===== config.mk =====
export PLATFORM = sky130hd
export DESIGN_NAME = varint_stream_decoder_unit
export DESIGN_NICKNAME = d
export VERILOG_FILES = /design/src/rtl/vsd_pkg.sv /design/src/rtl/varint_stream_decoder_unit.sv /design/src/rtl/vsd_step.sv
export SDC_FILE = /design/constraint.sdc
export NUM_CORES = 1
export LEC_CHECK = 0
export BUFFER_PORTS_ARGS = -buffer_cell sky130_fd_sc_hd__buf_4
export CAP_MARGIN = 20
export CORE_AREA = 2 2 233 120
export CTS_CLUSTER_SIZE = 12
export DETAILED_ROUTE_END_ITERATION = 7
export DIE_AREA = 0 0 235 122
export PLACE_DENSITY = 0.77
export RECOVER_POWER = 50
export SLEW_MARGIN = 30
export SYNTH_ARGS = -nofsm -noshare
export SYNTH_HDL_FRONTEND = slang
export SYNTH_SLANG_ARGS = --single-unit
export TNS_END_PERCENT = 100

===== constraint.sdc =====
create_clock -name aclk -period 4.3 [get_ports aclk]
set_input_delay 0.43 -clock aclk [delete_from_list [all_inputs] [get_ports aclk]]
set_output_delay 0.43 -clock aclk [all_outputs]
set_load 0.1 [all_outputs]

===== src/rtl/vsd_pkg.sv =====
// ----------------------------------------------------------------------------
// vsd_pkg - shared types and constants for the varint stream decoder
// Status codes, field widths and the per-byte result record passed from
// the decode step to the top level.
// ----------------------------------------------------------------------------
`default_nettype none

package vsd_pkg;

    // Fixed field widths
    localparam int BYTE_W   = 8;
    localparam int VALUE_W  = 64;
    localparam int OFFSET_W = 32;
    localparam int CNT_W    = 4;   // holds a byte count up to 9 within a varint
    localparam int SHAMT_W  = 7;   // shift amount up to 63

    // Byte format
    localparam logic [BYTE_W-2:0] PAYLOAD_MASK  = 7'h7f;
    localparam int                CONT_BIT      = 7;
    localparam int                BITS_PER_BYTE = 7;
    localparam logic [CNT_W-1:0]  LAST_BYTE_IDX = 4'd9;

    // Result status codes
    typedef enum logic [2:0] {
        ST_OK       = 3'd0,
        ST_EOF      = 3'd1,
        ST_OVERFLOW = 3'd2,
        ST_TOO_MANY = 3'd3,
        ST_LIMIT    = 3'd4
    } status_t;

    // Result of one decode step
    typedef struct packed {
        logic                emit;
        status_t             status;
        logic [VALUE_W-1:0]  value;
    } step_res_t;

endpackage

`default_nettype wire


===== src/rtl/varint_stream_decoder_unit.sv =====
// ----------------------------------------------------------------------------
// varint_stream_decoder_unit - unsigned LEB128 varint stream decoder
// Decodes up to 64-bit varints from a byte stream, one byte per transaction.
// ----------------------------------------------------------------------------
// Usage:
//   s_* channel: one stream byte per transaction, or s_stream_end = 1 to mark
//   the end of data (byte ignored). A byte with bit 7 clear ends a varint.
//   m_* channel: one transaction per finished varint or error, carrying the
//   value (0 on error), a status code and the stream offset of the first byte.
//   cfg_* channel: writes the value limit; always ready, write only while idle.
// Output: the result is registered and is on m_* in the cycle after the byte that ends it.
// Throughput: one input transaction per cycle while m_* is not stalled; the
//   decode of a byte is a 7*k shift, an OR and a 64-bit compare against the
//   value limit, between the state registers and the output register.
// Stall: while an output transaction waits and m_ready is low, s_ready is
//   low; with the output register empty s_ready is high.
// Reset (aresetn low, synchronous): no varint pending, offset counter at 0,
//   output empty, value limit all ones.
// ----------------------------------------------------------------------------
`default_nettype none

module varint_stream_decoder_unit #(
    parameter int MAX_VARINT_BYTES = 10,
    parameter int POSITION_WIDTH   = 32
) (
    input  wire logic                         aclk,
    input  wire logic                         aresetn,
    // configuration
    input  wire logic                         cfg_valid,
    output      logic                         cfg_ready,
    input  wire logic [vsd_pkg::VALUE_W-1:0]  cfg_data,
    // input stream
    input  wire logic                         s_valid,
    output      logic                         s_ready,
    input  wire logic [vsd_pkg::BYTE_W-1:0]   s_in_byte,
    input  wire logic                         s_stream_end,
    // results
    output      logic                         m_valid,
    input  wire logic                         m_ready,
    output      logic [vsd_pkg::VALUE_W-1:0]  m_decoded_value,
    output      logic [2:0]                   m_status,
    output      logic [vsd_pkg::OFFSET_W-1:0] m_start_offset
);
    import vsd_pkg::*;

    logic [VALUE_W-1:0]        limit_reg;
    logic [VALUE_W-1:0]        acc_reg, acc_next;
    logic [CNT_W-1:0]          cnt_reg, cnt_next;
    logic [POSITION_WIDTH-1:0] start_reg, start_cur;
    logic [POSITION_WIDTH-1:0] pos_reg;
    logic                      out_valid_reg;
    logic [VALUE_W-1:0]        out_value_reg;
    status_t                   out_status_reg;
    logic [OFFSET_W-1:0]       out_offset_reg;
    logic                      s_accept;
    step_res_t                 res;

    assign cfg_ready = 1'b1;
    assign s_ready   = !out_valid_reg || m_ready;
    assign s_accept  = s_valid && s_ready;

    // Decode step
    vsd_step #(
        .MAX_VARINT_BYTES(MAX_VARINT_BYTES)
    ) u_step (
        .in_byte    (s_in_byte),
        .stream_end (s_stream_end),
        .acc        (acc_reg),
        .cnt        (cnt_reg),
        .value_limit(limit_reg),
        .acc_next   (acc_next),
        .cnt_next   (cnt_next),
        .res        (res)
    );

    // First byte of a varint latches its own position
    assign start_cur = (!s_stream_end && cnt_reg == '0) ? pos_reg : start_reg;

    // Config register
    always_ff @(posedge aclk) begin
        if (!aresetn) begin
            limit_reg <= '1;
        end else if (cfg_valid && cfg_ready) begin
            limit_reg <= cfg_data;
        end
    end

    // Decode state
    always_ff @(posedge aclk) begin
        if (!aresetn) begin
            acc_reg   <= '0;
            cnt_reg   <= '0;
            start_reg <= '0;
            pos_reg   <= '0;
        end else if (s_accept) begin
            acc_reg   <= acc_next;
            cnt_reg   <= cnt_next;
            start_reg <= start_cur;
            if (!s_stream_end) begin
                pos_reg <= pos_reg + 1'b1;
            end
        end
    end

    // Output register
    always_ff @(posedge aclk) begin
        if (!aresetn) begin
            out_valid_reg <= 1'b0;
        end else if (s_accept && res.emit) begin
            out_valid_reg <= 1'b1;
        end else if (m_ready) begin
            out_valid_reg <= 1'b0;
        end
    end

    always_ff @(posedge aclk) begin
        if (s_accept && res.emit) begin
            out_value_reg  <= res.value;
            out_status_reg <= res.status;
            out_offset_reg <= OFFSET_W'(start_cur);
        end
    end

    assign m_valid         = out_valid_reg;
    assign m_decoded_value = out_value_reg;
    assign m_status        = out_status_reg;
    assign m_start_offset  = out_offset_reg;

endmodule

`default_nettype wire


===== src/rtl/vsd_step.sv =====
// ----------------------------------------------------------------------------
// vsd_step - combinational decode of one stream byte
// Folds the byte's payload into the accumulator, checks the error cases
// and produces the next accumulator/count and an optional result.
// ----------------------------------------------------------------------------
`default_nettype none

module vsd_step #(
    parameter int MAX_VARINT_BYTES = 10
) (
    input  wire logic [vsd_pkg::BYTE_W-1:0]  in_byte,
    input  wire logic                        stream_end,
    input  wire logic [vsd_pkg::VALUE_W-1:0] acc,
    input  wire logic [vsd_pkg::CNT_W-1:0]   cnt,
    input  wire logic [vsd_pkg::VALUE_W-1:0] value_limit,
    output      logic [vsd_pkg::VALUE_W-1:0] acc_next,
    output      logic [vsd_pkg::CNT_W-1:0]   cnt_next,
    output      vsd_pkg::step_res_t          res
);
    import vsd_pkg::*;

    localparam logic [CNT_W-1:0] MAX_CNT = CNT_W'(MAX_VARINT_BYTES);

    logic [BYTE_W-2:0]  payload;
    logic [SHAMT_W-1:0] shamt;
    logic [VALUE_W-1:0] acc_or;
    logic [CNT_W-1:0]   cnt_inc;

    // Payload placed at bit 7*k
    assign payload = in_byte[BYTE_W-2:0] & PAYLOAD_MASK;
    assign shamt   = SHAMT_W'(cnt) * SHAMT_W'(BITS_PER_BYTE);
    assign acc_or  = (cnt <= LAST_BYTE_IDX) ? (acc | (VALUE_W'(payload) << shamt)) : acc;
    assign cnt_inc = cnt + 1'b1;

    // Next state and result
    always_comb begin
        acc_next   = acc;
        cnt_next   = cnt;
        res.emit   = 1'b0;
        res.status = ST_OK;
        res.value  = '0;
        if (stream_end) begin
            if (cnt != '0) begin
                res.emit   = 1'b1;
                res.status = ST_EOF;
            end
        end else if (cnt >= LAST_BYTE_IDX && payload > 7'd1) begin
            res.emit   = 1'b1;
            res.status = ST_OVERFLOW;
        end else if (!in_byte[CONT_BIT]) begin
            res.emit = 1'b1;
            if (acc_or > value_limit) begin
                res.status = ST_LIMIT;
            end else begin
                res.value = acc_or;
            end
        end else if (cnt_inc >= MAX_CNT) begin
            res.emit   = 1'b1;
            res.status = ST_TOO_MANY;
        end else begin
            acc_next = acc_or;
            cnt_next = cnt_inc;
        end
        // any result restarts decoding
        if (res.emit) begin
            acc_next = '0;
            cnt_next = '0;
        end
    end

endmodule

`default_nettype wire


==> results.md <==
| Quantity | This run | Unit |
|:---|:---|:---|
| Status | finished, violations left | - |
| Failing checks | capacitance limit, slew limit | - |
| Clock Tree Buf Depth | 3 | - |
| Global-route wire length before repair | 60,300 | um |
| Initial Util | 52.0 | % |
| Setup TNS Final | 0 | ns |
| Required time of the critical path | 4.67 | ns |
| H-Tree Depth | 1 | - |
| Total grt overflow | 0 | - |
| Dominant register cell in the synthesized netlist | dfxtp_1 | - |
| # clock sinks | 296 | - |
| Unique cell type count in the Yosys netlist | 60 | - |
| Average instance area after synthesis | 9.57 | um2 |
| Register bit total from synthesis | 296 | - |
| Crit share post-route | 95.6 | % |
| Clk pin slew, worst setup/hold paths | 0.07 | ns |
| Initial antenna violation count | 1 | - |
| IR drop worst, VDD | 0.315 | mV |
| DRT iter0 DRCs | 1,375 | - |
| Critical Setup Path Class | flop to flop | - |
| Clock tree root buffer cell | clkbuf_16 | - |
| Reg-to-Reg Start | cnt_reg[0] | - |
| Total Die Area | 28,700 | um2 |
| Global-route usage over all layers | 26.8 | % |
| Simple-gate area share of the yosys netlist | 17.0 | % |
| RSZ-0062 raised after global routing | no | - |
| Proportion of synthesized flip-flops having asynchronous set or reset | 0 | % |
| Top achievable clock speed | 0.243 | GHz |
| Via count of the first global-routing pass | 10,600 | - |
| Launch instance of the worst min-delay path | cfg_data[52] | - |
| IO Count | 180 | - |
| Arithmetic-cell share of the synthesized area counting full adders, half adders and majority gates | 6.25 | % |
| Overall power of the completed layout | 6090 | uW |
| Max-slew violation count | 120 | - |
| Max-cap violation count | 3 | - |
| Minimum clock period after layout | 4.11 | ns |
| YS warnings | 0 | - |
| Most common library cell in the layout ignoring fill and taps | dfxtp_1 | - |
| Worst r2r dst | m_decoded_value[27] | - |
| Slowest CP cell | dfxtp_2 | - |
| Post-detailed-placement half-perimeter wirelength | 26,300 | um |
| Layout filler cell count | 2,320 | - |
| Number of buffer cells added on primary ports | 178 | - |
| Post-Synthesis Net Count | 1,613 | - |
| Most prevalent standard cell on the critical path | ha_1 | - |
| Main combinational cell family by area after synthesis | simple AND/OR/NAND/NOR gates | - |
| Xor and xnor fraction of the mapped netlist area | 1.81 | % |
| Die Wd | 235 | um |
| Register area share after synthesis | 49.4 | % |
| Final hold violation count | 0 | - |
| Area grow syn2layout | 14.9 | % |
| Number of CTS-inserted buffers | 29 | - |
| Number of setup buffers added after CTS | 0 | - |
| Top fanout value on the critical path | 41 | - |
| Crit end category | flop | - |
| Worst-Skew Late Latency | 0.58 | ns |
| Delay of the slowest cell on the worst path | 0.46 | ns |
| DRC violation count after routing | 0 | - |
| Power density of the placed cells | 379 | nW/um2 |
| Setup WS pre-CTS | -0.0767 | ns |
| Via total after detailed routing | 11,700 | - |
| Worst clock skew | 0.0295 | ns |
| Total length of routed wires | 39,300 | um |
| Final weighted congestion in routability-driven placement | 0.934 | - |
| Total core area | 27,000 | um2 |
| Path type of the worst min-delay path | primary input to flop | - |
| Relative slew slack | -123 | % |
| Maximum number of pins on one net before global-route repair | 78 | - |
| Y dimension of the die | 122 | um |
| Multiplexer fraction of the synthesized cell area | 2.71 | % |
| Post-synthesis compound-gate area fraction | 16.4 | % |
| CTS tree | built | - |
| Worst Max-Slew Pin Slew | 3.34 | ns |
| Endpoint of the worst hold-timing path | limit_reg[52] | - |
| Commonest non-fill, non-tap cells in the layout | dfxtp_1, nand2_1, clkbuf_1, inv_1, buf_4 | - |
| Leakage Power | 0.00674 | uW |
| Wire length per cell | 19.9 | um |
| Setup violators final | 0 | - |
| R2R depth | 12 | - |
| First-pass DRT Iterations | 5 | - |
| Startpoint type of the worst setup path | flop | - |
| Final core area utilization | 59.7 | % |
| Placement Rows | 43 | - |
| CP arrival | 4.48 | ns |
| Chain of cells forming the critical path | inv_1 > ha_1 > nor2_1 > nor3_4 > a41o_1 > ha_1 > nand4_1 > or3_1 > nand4b_1 > or2_1 > buf_4 > o32ai_1 | - |
| DR vias/cell | 5.93 | - |
| Inserted Diodes | 0 | - |
| Worst Hold Path Cells | 3 | - |
| Post-CTS Hold Buffers | 0 | - |
| Share of final-layout standard cells stronger than drive strength 1 | 11.9 | % |
| Post-synth EDFFs | 99 | - |
| Netlist area before placement | 14,000 | um2 |
| Count of nets left with antenna violations after detail routing | 0 | - |
| Number of instances in the synthesized netlist | 1,465 | - |
| Net count reported at finish | 1,743 | - |
| Reg2reg setup slack | 0.19 | ns |
| Minimum setup slack in the final design | 0.190 | ns |
==> worst max path at each step <==
stage / depth (start not counted) / end / start
final: 12 / m_decoded_value[27] / cnt_reg[0]
after global routing: 12 / m_decoded_value[41] / cnt_reg[0]
after CTS: 13 / m_decoded_value[27] / cnt_reg[0]
after detailed placement: 13 / m_decoded_value[2] / cnt_reg[1]
after global placement: 13 / m_decoded_value[29] / cnt_reg[1]
after floorplan: 7 / m_decoded_value[0] / m_valid
==> per-layer routing <==
metal / share of wire, % / vias to the layer above / track usage, %
li1: - / 5521 / -
met1: 48 / 5578 / 42.0
met2: 39 / 558 / 35.9
met3: 11 / 67 / 6.84
met4: 1.9 / 0 / 6.57
met5: 0 / - / 0
==> per-stage QoR <==
stage               instances  cell area, um2  hold WS, ns
finish                   1976           16100       0.0710
floorplan                1465           14000        0.433
detailed placement       1924           15600        0.444
global route             1976           16100       0.0690
CTS                      1976           16500       0.0531
global placement         1924           15600        0.438
==> logic make-up after synthesis <==
group           after synthesis
xor+xnor                     29
buf+inv                     222
fa+ha+maj                    70
mux                          34
flops                       296
other cells                   1
compound gates              326
simple gates                487
==> cells in the mapped netlist, drive strengths merged, types with 20 or more instances <==
cell type / instances / area (um2)
nand4: 24 / 150
o41ai: 23 / 201
o32ai: 41 / 359
edfxtp: 99 / 2970
a31o: 20 / 175
buf: 34 / 206
xnor2: 22 / 193
clkbuf: 79 / 297
and2: 32 / 200
mux2: 32 / 360
nand3: 47 / 235
dfxtp: 197 / 3940
ha: 70 / 876
a21oi: 66 / 330
o211ai: 63 / 473
or4: 41 / 308
o21ai: 47 / 235
inv: 109 / 409
nor3: 36 / 180
nor2: 83 / 314
a21boi: 37 / 278
nand2: 183 / 687
==> area by class of cell <==
cell class                 instances  area [um2]  area share [%]
sequential                       296        6920            43.0
multi-input combinational        947        6230            38.7
timing repair buffer             212        1250            7.76
clock buffer                      49         821            5.10
tap                              360         450            2.80
inverter                         109         413            2.56
clock inverter                     3        21.3           0.132
==> critical path: cells and delay by family, from the launching register on <==
family          cells  cell delay [ns]
simple gates        6             1.71
fa+ha+maj           2             0.57
buf+inv             2             0.45
compound gates      2             0.67
flops               1             0.46
==> where the power goes <==
group / internal (uW) / switching [uW] / leakage, uW / total [uW]
clock: 1290 / 1090 / 0.000402 / 2380
combinational: 166 / 546 / 0.00379 / 713
sequential: 2970 / 34.2 / 0.00254 / 3000
==> repair_timing <==
| action | 4_1_cts | 5_1_grt |
|---|---|---|
| cloned | 0 | 0 |
| endpoints found under the hold margin | 0 | 0 |
| resized for setup | 1 | 6 |
| setup endpoints to repair | 53 | 63 |
Note: power is estimated with default switching activity, not from simulation.
